### config.mk
export PLATFORM = sky130hd
export DESIGN_NAME = psd_div
export DESIGN_NICKNAME = d
export VERILOG_FILES = /design/src/rtl/psd_div.sv
export SDC_FILE = /design/constraint.sdc
export NUM_CORES = 1
export LEC_CHECK = 0
export BUFFER_PORTS_ARGS = -buffer_cell sky130_fd_sc_hd__buf_2
export CAP_MARGIN = 40
export CELL_PAD_IN_SITES_DETAIL_PLACEMENT = 1
export CELL_PAD_IN_SITES_GLOBAL_PLACEMENT = 2
export CORE_MARGIN = 2
export CORE_UTILIZATION = 29
export DETAILED_ROUTE_END_ITERATION = 7
export GPL_TIMING_DRIVEN = 0
export PLACE_DENSITY_LB_ADDON = 0.1
export SYNTH_ARGS = -nofsm -noshare
export SYNTH_HDL_FRONTEND = slang
export SYNTH_SLANG_ARGS = --single-unit
### constraint.sdc
create_clock -name clk -period 1.9 [get_ports clk]
set_input_delay 0.38 -clock clk [delete_from_list [all_inputs] [get_ports clk]]
set_output_delay 0.38 -clock clk [all_outputs]
set_load 0.005 [all_outputs]
### src/rtl/psd_div.sv
// psd_div: restoring divider, one quotient bit per cycle
// no dependencies; used for the baseline mean

module psd_div #(
  parameter int NUM_W = 26,
  parameter int DEN_W = 6
) (
  input  logic             clk,
  input  logic             rst_n,
  input  logic             start,
  input  logic [NUM_W-1:0] num,
  input  logic [DEN_W-1:0] den,
  output logic             done,
  output logic [NUM_W-1:0] quo
);

  localparam int CW = $clog2(NUM_W + 1);

  logic             busy_r;
  logic             done_r;
  logic [CW-1:0]    cnt_r;
  logic [DEN_W-1:0] den_r;
  logic [DEN_W-1:0] rem_r;
  logic [NUM_W-1:0] q_r;
  logic [DEN_W:0]   trial;
  logic             ge;

  assign trial = {rem_r, q_r[NUM_W-1]};
  assign ge    = trial >= {1'b0, den_r};

  always_ff @(posedge clk) begin
    if (!rst_n) begin
      busy_r <= 1'b0;
      done_r <= 1'b0;
      cnt_r  <= '0;
    end else begin
      done_r <= 1'b0;
      if (start) begin
        busy_r <= 1'b1;
        cnt_r  <= CW'(NUM_W);
      end else if (busy_r) begin
        cnt_r <= cnt_r - CW'(1);
        if (cnt_r == CW'(1)) begin
          busy_r <= 1'b0;
          done_r <= 1'b1;
        end
      end
    end
  end

  always_ff @(posedge clk) begin
    if (start) begin
      q_r   <= num;
      den_r <= den;
      rem_r <= '0;
    end else if (busy_r) begin
      rem_r <= ge ? DEN_W'(trial - {1'b0, den_r}) : DEN_W'(trial);
      q_r   <= {q_r[NUM_W-2:0], ge};
    end
  end

  assign done = done_r;
  assign quo  = q_r;

endmodule

# After elaboration in Yosys (flattened, before gate mapping)
# Index checks and enable logic that the tools add are counted.
# totals
in_bits,35
out_inout_bits,27
ff_bits,45
# classes
eq_ne,1
n_mux,9
order_cmp,1
addsub,2
reduce_logical,3
bitwise_logic,2
# op_table
operator,count
$mux 26,2
$mux 5,2
$ge 7x6->1,1
$mux 6,1
$sub 6x6->6,1
$eq 5x1->1 const B,1
$sub 5x1->5 const B,1
$mux 1,4
$reduce_or 3->1,1
$not 1->1,2
$reduce_bool 2->1,1
$reduce_or 2->1,1

# Depth between registers and ports, before layout
# Gate-level depths: netlist (run 1).
# logic_depth
depth_word,4
mapped_depth,8
mapped_depth_nobuf,8

# Least setup slack after synthesis (run 1)
# No wires, ideal clock.
# synth_timing
path_kind,register -> register
startpoint,register den_r[4]
endpoint,register rem_r[1]
required_ns,1.773
path_stages_with_launch,9
t_arrival_ns,1.913
slack_ns,-0.140
setup_ns,0.127
cell_sequence,edfxtp_1 -> inv_1 -> ha_1 -> a21o_1 -> a211o_1 -> a41o_1 -> buf_6 -> nor4bb_1 -> or3_1
# synth_between
elab_chain_cells,2
# synth_lines
item,line_no,source
"start, declared",22,logic [DEN_W-1:0] den_r;
"start signal, assigned",54,den_r <= den;
$ge 7x6->1,29,"assign ge = trial >= {1'b0, den_r};"
$mux 6,57,"rem_r <= ge ? DEN_W'(trial - {1'b0, den_r}) : DEN_W'(trial);"
"end signal, assigned",57,
"end, declared",23,logic [DEN_W-1:0] rem_r;
# Every way passes these cells.
# A chain may end at the register's enable or synchronous reset.

# Worst setup path in the final report (run 1)
# Same ends and word-level chain as after synthesis.

==> metrics.csv, run 1 <==
metric,value,unit
p_leak,0.00117,uW
worst_pin_slew,0.558,ns
p_total,2260,uW
final_hold_viol_count,0,
antenna_found_initial,0,
hp-start,den[4],
drv_slew,0,
grt_pass1_wl,8.07,mm
dieArea,8130,sq um
post-route-period-util,104,%
synth-seq-area-share,56.7,%
r2r-end,rem_r[1]$_SDFFE_PP0P_,
initial_utilization,29.8,%
multi_input_area,893,sq um
synthesis.area,2150,sq um
whs_path_depth,1,
swShare,26.3,%
fillers,843,
p_seq_share,53.0,%
cts_hold_buf,0,
dieWidth,90.1,microns
ant_nets,0,
h-tree-depth,2,
coreArea,7210,sq um
port_buffers,61,
whs_endpoint,den_r[4]$_DFFE_PP_,
start_kind,register,
grt-ovfl-total,0,
drt-total-wl,4.73,mm
syn_inst,170,
rsz0062_at_grt,yes,
cp.arrival,2.17,ns
synth_warnings,0,
crit_path_end_kind,register,
layout-drive-gt1-share,45.9,%
drt_iter0_drc,47,
grt_use_total,12.5,%
whs,0.246,ns
clock_path_buffers,2,
fmax,0.505,GHz
slowest_delay,0.39,ns
fin_nets,286,
diodes,0,
place_congestion,0.680,
p_sw,596,uW
vias,1501,
pre_cts_ws,-0.114,ns
status,finished with violations,
register_area,1220,sq um
dr.max_layer_used,met4,
first_global_vias,1627,
ir_worst_vdd,0.296,mV
setup_viol,4,
clock_skew,0.00418,ns
p_per_area,819,nW/um^2
cts.clk_slew.worst_paths,0.09,ns
required,2.09,ns
drt-met1-wl,2.14,mm
violations,negative setup slack,
avgViaCountPerCell,4.40,
layout_common_cells,"buf_2, edfxtp_1, mux2_2",
route.met3.wl,336,microns
drv_cap,0,
crit_chain,inv_2 > ha_4 > a21o_1 > a211o_1 > a41o_1 > buf_6 > nor4bb_1 > or3_1,
ff2ff_setup_slack,-0.08,ns
dr.pass1.iters,3,
die_y,90.1,microns
cts_tree,built,
final_common_cell,buf_2,
rr_startpoint,den_r[4]$_DFFE_PP_,
critPathTopFamily,compound AO/OA/AOI/OAI gates,
p_int,1670,uW
dp_hpwl,3.50,mm
power_frac_clock,29.3,%
num_rows,31,
io_pins,62,
synth_cell_types,32,
reg2regPathDepth,8,
synth-seq-cells,45,
cts_made_buffers,5,
grt_start_max_net_pins,22,
syn_to_final_growth,28.3,%
clock-sinks,45,
setup_ws,-0.0809,ns
clk_latency,0.30,ns
hold_path.class,in2reg,
synth.avg_cell_area,12.7,sq um
drc,0,
avgRoutedWirePerCell,13.9,microns
synth.net_count,215,
crit_type,reg2reg,
pwr-share-comb,17.6,%
min_period,1.98,ns
relSlewSlack,62.8,%
crit_buf_inv,2,
cts-root-buf,clkbuf_8,
worstPathMaxFanout,10,
cpMaxStageDelayCell,edfxtp_1,
route.met2.wl,2.21,mm
registers in the layout, indices dropped and copies added, names as in the netlist:
register and count:
busy_r 1, done 1, rem_r 6, cnt_r 5, quo 26, den_r 6
synthesized netlist by cell type:
master    count  area share (%)
edfxtp_1     32              45
mux2_2       26              14
nor2_1       18             3.1
dfxtp_1      13              12
inv_1        11             1.9
ha_1          9             5.2
nand2_1       8             1.4
a21oi_1       6             1.4
o21ai_0       5             1.2
xor2_1        5             2.0
clkbuf_1      4            0.70
mux2i_1       4             1.9
nand2b_1      4             1.2
nor3_1        3            0.70
nor2b_1       2            0.58
nor3b_1       2            0.70
or3_1         2            0.58
xnor2_1       2            0.81
a211o_1       1            0.41
a21o_1        1            0.35
a221oi_1      1            0.41
a41o_1        1            0.47
and2b_2       1            0.41
and3_2        1            0.35
buf_4         1            0.35
buf_6         1            0.52
fa_1          1            0.93
nor4b_1       1            0.41
nor4bb_1      1            0.47
o311ai_0      1            0.41
o31ai_1       1            0.35
or4b_2        1            0.47
through the flow:
stage | TNS (ns) | cells | utilization (%) | area, sq um
floorplan | 0 | 170 | - | 2160
global placement | -9.08 | 330 | 36.0 | 2590
detailed placement | -1.90 | 331 | 36.3 | 2620
CTS | -0.219 | 340 | 37.8 | 2730
global route | -0.638 | 341 | 38.3 | 2760
finish | -0.201 | 341 | 38.3 | 2760
how the worst max path moves through the flow:
stage | from | endpoint | slack, ns | cells after the start
final | den_r[4]$_DFFE_PP_ | rem_r[1]$_SDFFE_PP0P_ | -0.08 | 8
after global routing | den_r[4]$_DFFE_PP_ | rem_r[1]$_SDFFE_PP0P_ | -0.16 | 8
after CTS | den_r[4]$_DFFE_PP_ | rem_r[1]$_SDFFE_PP0P_ | -0.09 | 8
after detailed placement | quo[25]$_DFFE_PP_ | rem_r[1]$_SDFFE_PP0P_ | -0.11 | 8
after global placement | start | quo[22]$_DFFE_PP_ | -0.33 | 4
after floorplan | den_r[4]$_DFFE_PP_ | rem_r[1]$_SDFFE_PP0P_ | 0.01 | 8
power groups by stage:
stage	Clock [uW]	Sequential (uW)	Combinational [uW]
floorplan	0	1220	224
global placement	0	1220	379
detailed placement	0	1220	389
CTS	698	1200	394
global route	737	1220	454
finish	664	1200	399
metal layers:
metal  track usage (%)  up-vias
met5                 0        -
met4              3.85        0
met3              5.03        4
met2              19.5       38
met1              15.8      710
li1                  -      749
cells by family (layout without fill, tap and decap cells):
kind of cell / after synthesis / after routing / synth area share (%)
XOR/XNOR: 7 / 7 / 2.85
AND/OR/NAND/NOR: 44 / 44 / 10.3
flip-flops: 45 / 45 / 56.7
AO/OA/AOI/OAI: 17 / 17 / 4.94
adder cells (fa/ha/maj): 10 / 10 / 6.16
buffers and inverters: 17 / 89 / 3.49
multiplexers: 30 / 30 / 15.5
repair_timing:
| action | CTS | global route |
|---|---|---|
| gates resized for setup | 2 | 9 |
| pin swaps | 0 | 0 |
| setup endpoints to repair | 7 | 28 |
| setup buffers | 1 | 1 |
area by class of cell:
class,instances,share of cell area [%]
clock buffer,6,2.99
sequential,45,44.2
buffer,6,1.27
clock inverter,2,0.589
timing repair buffer,64,12.6
multi-input combinational,108,32.4
tap,99,4.49
inverter,11,1.50
No activity file was read; power rests on OpenSTA's default activity.
==> run 2, diff against run 1 <==
--- a/config.mk
+++ b/config.mk
@@ -13,7 +13,7 @@
 export CORE_UTILIZATION = 29
 export DETAILED_ROUTE_END_ITERATION = 7
 export GPL_TIMING_DRIVEN = 0
-export PLACE_DENSITY_LB_ADDON = 0.1
+export PLACE_DENSITY_LB_ADDON = 0.25
 export SYNTH_ARGS = -nofsm -noshare
 export SYNTH_HDL_FRONTEND = slang
 export SYNTH_SLANG_ARGS = --single-unit
==> metrics.csv, run 2 (same netlist as run 1, synthesis figures left out) <==
metric,value,unit,change
status,finished with violations,,
violations,negative setup slack,,
p_leak,0.00116,uW,-0.80%
initial_utilization,29.8,%,unchanged
diodes,0,,unchanged
final_common_cell,buf_2,,
fin_cells,342,,+0.29%
port_buffers,61,,unchanged
crit_path_end_kind,register,,
setup_ws,-0.0806,ns,+0.000349 ns
grt_start_max_net_pins,16,,-27%
dr.max_layer_used,met4,,
num_rows,31,,unchanged
route.met3.wl,383,microns,+14%
clock_skew,0.00834,ns,+0.00416 ns
relSlewSlack,63.1,%,+0.29 points
cts_made_buffers,5,,unchanged
coreArea,7210,sq um,unchanged
syn_to_final_growth,28.0,%,
ant_nets,0,,unchanged
place_congestion,0.703,,+3.4%
worst_pin_slew,0.554,ns,-0.00439 ns
h-tree-depth,2,,unchanged
grt_use_total,12.1,%,-0.36 points
rsz0062_at_grt,yes,,
clk_latency,0.29,ns,about the same
post-route-period-util,104,%,about the same
grt-ovfl-total,0,,unchanged
setup-tns-final,-0.195,ns,+0.00628 ns
first_global_vias,1630,,+0.18%
start_kind,register,,
antenna_found_initial,0,,unchanged
hold_path.class,in2reg,,
cts.clk_slew.worst_paths,0.09,ns,about the same
clock_path_buffers,2,,unchanged
layout_common_cells,"buf_2, edfxtp_1, mux2_2",,
fmax,0.505,GHz,about the same
cp.arrival,2.16,ns,about the same
largest_reg_flops,26,,unchanged
drt-met1-wl,2.14,mm,-0.19%
layout-drive-gt1-share,45.7,%,-0.19 points
io_pins,62,,unchanged
dp_hpwl,3.56,mm,+1.7%
drt-total-wl,4.77,mm,+0.99%
die_y,90.1,microns,unchanged
required,2.08,ns,about the same
worstPathMaxFanout,10,,unchanged
min_period,1.98,ns,-0.000349 ns
avgRoutedWirePerCell,14.0,microns,+0.70%
cts_hold_buf,0,,unchanged
cts_tree,built,,
setup_viol,3,,-1
drv_slew,0,,unchanged
drv_cap,0,,unchanged
p_per_area,797,nW/um^2,-2.7%
dp.cells,331,,unchanged
ir_worst_vdd,0.346,mV,+17%
drt_iter0_drc,53,,+13%
dieWidth,90.1,microns,unchanged
crit_type,reg2reg,,
dieArea,8130,sq um,unchanged
avgViaCountPerCell,4.54,,+3.2%
cts-root-buf,clkbuf_8,,
dr.pass1.iters,4,,+1
pre_cts_ws,-0.159,ns,-0.0450 ns
grt_pass1_wl,7.82,mm,-3.1%
fin_nets,287,,+0.35%
drc,0,,unchanged
clock-sinks,45,,unchanged
vias,1553,,+3.5%
final_hold_viol_count,0,,unchanged
fillers,833,,-1.2%
route.met2.wl,2.21,mm,about the same
==> run 2: worst max-delay path: stages, from the launching register on <==
cell and delay, ns:
edfxtp_1 0.38, inv_2 0.08, ha_4 0.21, a21o_1 0.18, a211o_1 0.25, a41o_1 0.21, buf_6 0.14, nor4bb_1 0.12
or3_1 0.30
==> run 2: power breakdown <==
part           internal (uW)  total (uW)  switching (uW)
clock                    261         593             332
sequential              1150        1200            47.1
combinational            213         402             189
==> run 2: worst paths after layout <==
kind / from / cells after the start / endpoint / slack [ns]
worst max-delay path: den_r[4]$_DFFE_PP_ / 8 / rem_r[1]$_SDFFE_PP0P_ / -0.08
worst min-delay path: den[0] / 1 / den_r[0]$_DFFE_PP_ / 0.26
worst max register to register: den_r[4]$_DFFE_PP_ / 8 / rem_r[1]$_SDFFE_PP0P_ / -0.08
worst min register to register: rem_r[5]$_SDFFE_PP0P_ / 2 / rem_r[5]$_SDFFE_PP0P_ / 0.47
==> run 2: timing repair <==
item,4_1_cts,5_1_grt
endpoints found under the setup margin,22,7
pin swaps,0,1
setup buffers,2,1
resized for setup,4,5
==> run 2: area by class of cell <==
class	instances	area [sq um]	area share, %
clock buffers	7	76.3	2.77
well taps	99	124	4.50
multi-input cells	108	892	32.4
inverters	11	45.0	1.63
flip-flops and latches	45	1220	44.3
plain buffers	6	33.8	1.23
repair buffers	65	355	12.9
clock inverters	1	7.51	0.272
==> run 2: through the flow <==
stage	util (%)	power (uW)	hold slack (ns)	cell area (sq um)
floorplan	-	1450	0.426	2160
global placement	36.0	1600	0.449	2590
detailed placement	36.3	1620	0.448	2620
CTS	37.8	2230	0.244	2720
global route	38.2	2320	0.236	2760
finish	38.2	2200	0.261	2760
==> run 2: per-layer routing <==
layer	vias to the layer above	global-route usage [%]
li1	754	-
met1	755	15.7
met2	40	18.9
met3	4	4.44
met4	0	3.85
met5	-	0
==> run 3, diff against run 2 <==
--- a/config.mk
+++ b/config.mk
@@ -14,6 +14,7 @@
 export DETAILED_ROUTE_END_ITERATION = 7
 export GPL_TIMING_DRIVEN = 0
 export PLACE_DENSITY_LB_ADDON = 0.25
+export REMOVE_ABC_BUFFERS = 1
 export SYNTH_ARGS = -nofsm -noshare
 export SYNTH_HDL_FRONTEND = slang
 export SYNTH_SLANG_ARGS = --single-unit
==> metrics.csv, run 3 (same netlist as run 1, synthesis figures left out) <==
metric,value,unit,change
fin_cells,339,,-0.88%
grt-ovfl-total,0,,unchanged
drc,0,,unchanged
antenna_found_initial,0,,unchanged
vias,1523,,-1.9%
h-tree-depth,2,,unchanged
relSlewSlack,72.3,%,+9.3 points
coreArea,7210,sq um,unchanged
p_sw,573,uW,+0.83%
grt_start_max_net_pins,30,,+14
initial_utilization,29.8,%,unchanged
final_common_cell,buf_2,,
first_global_vias,1631,,+0.061%
port_buffers,61,,unchanged
diodes,0,,unchanged
place_congestion,0.659,,-6.2%
min_period,1.90,ns,-0.0813 ns
dieWidth,90.1,microns,unchanged
drt-total-wl,4.68,mm,-2.0%
num_rows,31,,unchanged
placed_cell_area,2590,sq um,-1.0%
p_int,1770,uW,+8.9%
clock_skew,0.0100,ns,+0.00168 ns
crit_type,reg2reg,,
worstPathMaxFanout,6,,-4
power_frac_clock,30.3,%,+3.3 points
cts_hold_buf,0,,unchanged
p_seq_share,51.4,%,-3.3 points
layout_common_cells,"buf_2, edfxtp_1, mux2_2",,
drt_iter0_drc,42,,-21%
final_hold_viol_count,0,,unchanged
pwr-share-comb,18.2,%,about the same
cts_tree,built,,
avgViaCountPerCell,4.49,,-1.1%
p_leak,0.00117,uW,+1.5%
worst_pin_slew,0.414,ns,-0.139 ns
setup_viol,0,,-3
fmax,0.527,GHz,+4.3%
rsz0062_at_grt,yes,,
fillers,833,,unchanged
cts.clk_slew.worst_paths,0.09,ns,about the same
multi_input_area,961,sq um,+7.7%
required,2.09,ns,about the same
syn_to_final_growth,31.9,%,
die_y,90.1,microns,unchanged
swShare,24.4,%,-1.4 points
fin_nets,284,,-1.0%
cts-root-buf,clkbuf_8,,
cts_made_buffers,5,,unchanged
clock-sinks,45,,unchanged
avgRoutedWirePerCell,13.8,microns,-1.1%
status,finished clean,,
ir_worst_vdd,0.371,mV,+7.3%
drv_slew,0,,unchanged
p_per_area,827,nW/um^2,+3.7%
fin_area,2840,sq um,+3.0%
cp.arrival,2.09,ns,-0.07 ns
drv_cap,0,,unchanged
clk_latency,0.30,ns,about the same
p_total,2350,uW,+6.8%
grt_pass1_wl,7.96,mm,+1.8%
grt_use_total,12.3,%,+0.14 points
dr.pass1.iters,4,,unchanged
setup_ws,0.000683,ns,+0.0813 ns
pre_cts_ws,-0.326,ns,-0.167 ns
hold_path.class,in2reg,,
clock_path_buffers,2,,unchanged
dieArea,8130,sq um,unchanged
post-route-period-util,100,%,-4.3 points
dp.cells,326,,-1.5%
crit_path_end_kind,register,,
largest_reg_flops,26,,unchanged
start_kind,register,,
register_area,1220,sq um,+0.10%
ant_nets,0,,unchanged
layout-drive-gt1-share,49.2,%,+3.5 points
dp_hpwl,3.41,mm,-4.4%
io_pins,62,,unchanged
-- run 3: cell count changes in the layout (fill, tap and decap cells not counted), moves of 2 or more --
cell / before / now
ha_4: 1 / 3
o21ai_1: 1 / 3
o21ai_0: 4 / 1
a41o_4: 0 / 2
ha_2: 0 / 2
clkinvlp_4: 2 / 0
ha_1: 8 / 4
clkbuf_1: 6 / 1
-- run 3: layout make-up --
cell class | count | share of cell area, %
multi-input combinational | 109 | 33.9
tap | 99 | 4.37
sequential | 45 | 43.1
clock buffer | 6 | 2.56
inverter | 11 | 1.46
clock inverter | 2 | 1.19
timing repair buffer | 67 | 13.5
-- run 3: final timing paths --
| kind | start | to | slack, ns | depth (start not counted) |
|---|---|---|---|---|
| min | den[1] | den_r[1]$_DFFE_PP_ | 0.25 | 1 |
| max reg2reg | den_r[4]$_DFFE_PP_ | rem_r[1]$_SDFFE_PP0P_ | 0.0007 | 7 |
| min reg2reg | rem_r[5]$_SDFFE_PP0P_ | rem_r[5]$_SDFFE_PP0P_ | 0.47 | 2 |
| max | den_r[4]$_DFFE_PP_ | rem_r[1]$_SDFFE_PP0P_ | 0.0007 | 7 |
-- run 3: critical path, cell delays in order (launching register included) --
cell	delay, ns
edfxtp_1	0.39
inv_2	0.08
ha_4	0.19
a21o_1	0.15
a211o_1	0.28
a41o_4	0.28
nor4bb_1	0.13
or3_1	0.30
-- run 3: metrics by stage --
step	utilization [%]	setup TNS, ns	hold slack [ns]
detailed placement	36.0	-3.48	0.447
global placement	35.3	-21.10	0.443
finish	39.3	0	0.248
floorplan	-	-0.225	0.426
CTS	38.8	0	0.238
global route	39.3	-0.302	0.232
-- run 3: layer usage --
metal	vias to the layer above	track usage, %	part of all wire (%)
met5	-	0	0
met4	0	5.38	1.8
met3	7	3.60	6.6
met2	40	19.7	47
met1	723	15.2	44
li1	753	-	-
-- run 3: timing repair --
| action | in CTS | in global routing |
|---|---|---|
| endpoints found under the setup margin | 7 | 7 |
| resized for setup | 12 | 12 |
| pin swaps | 8 | 2 |
| cloned | 1 | 0 |
| setup buffers | 5 | 0 |
-- run 3: power by group through the flow --
stage	clock network [uW]	registers (uW)	logic, uW
2_1_floorplan	0	1220	200
3_3_place_gp	0	1230	361
3_5_place_dp	0	1230	378
4_1_cts	737	1210	418
5_1_grt	776	1220	478
6_report	711	1210	428
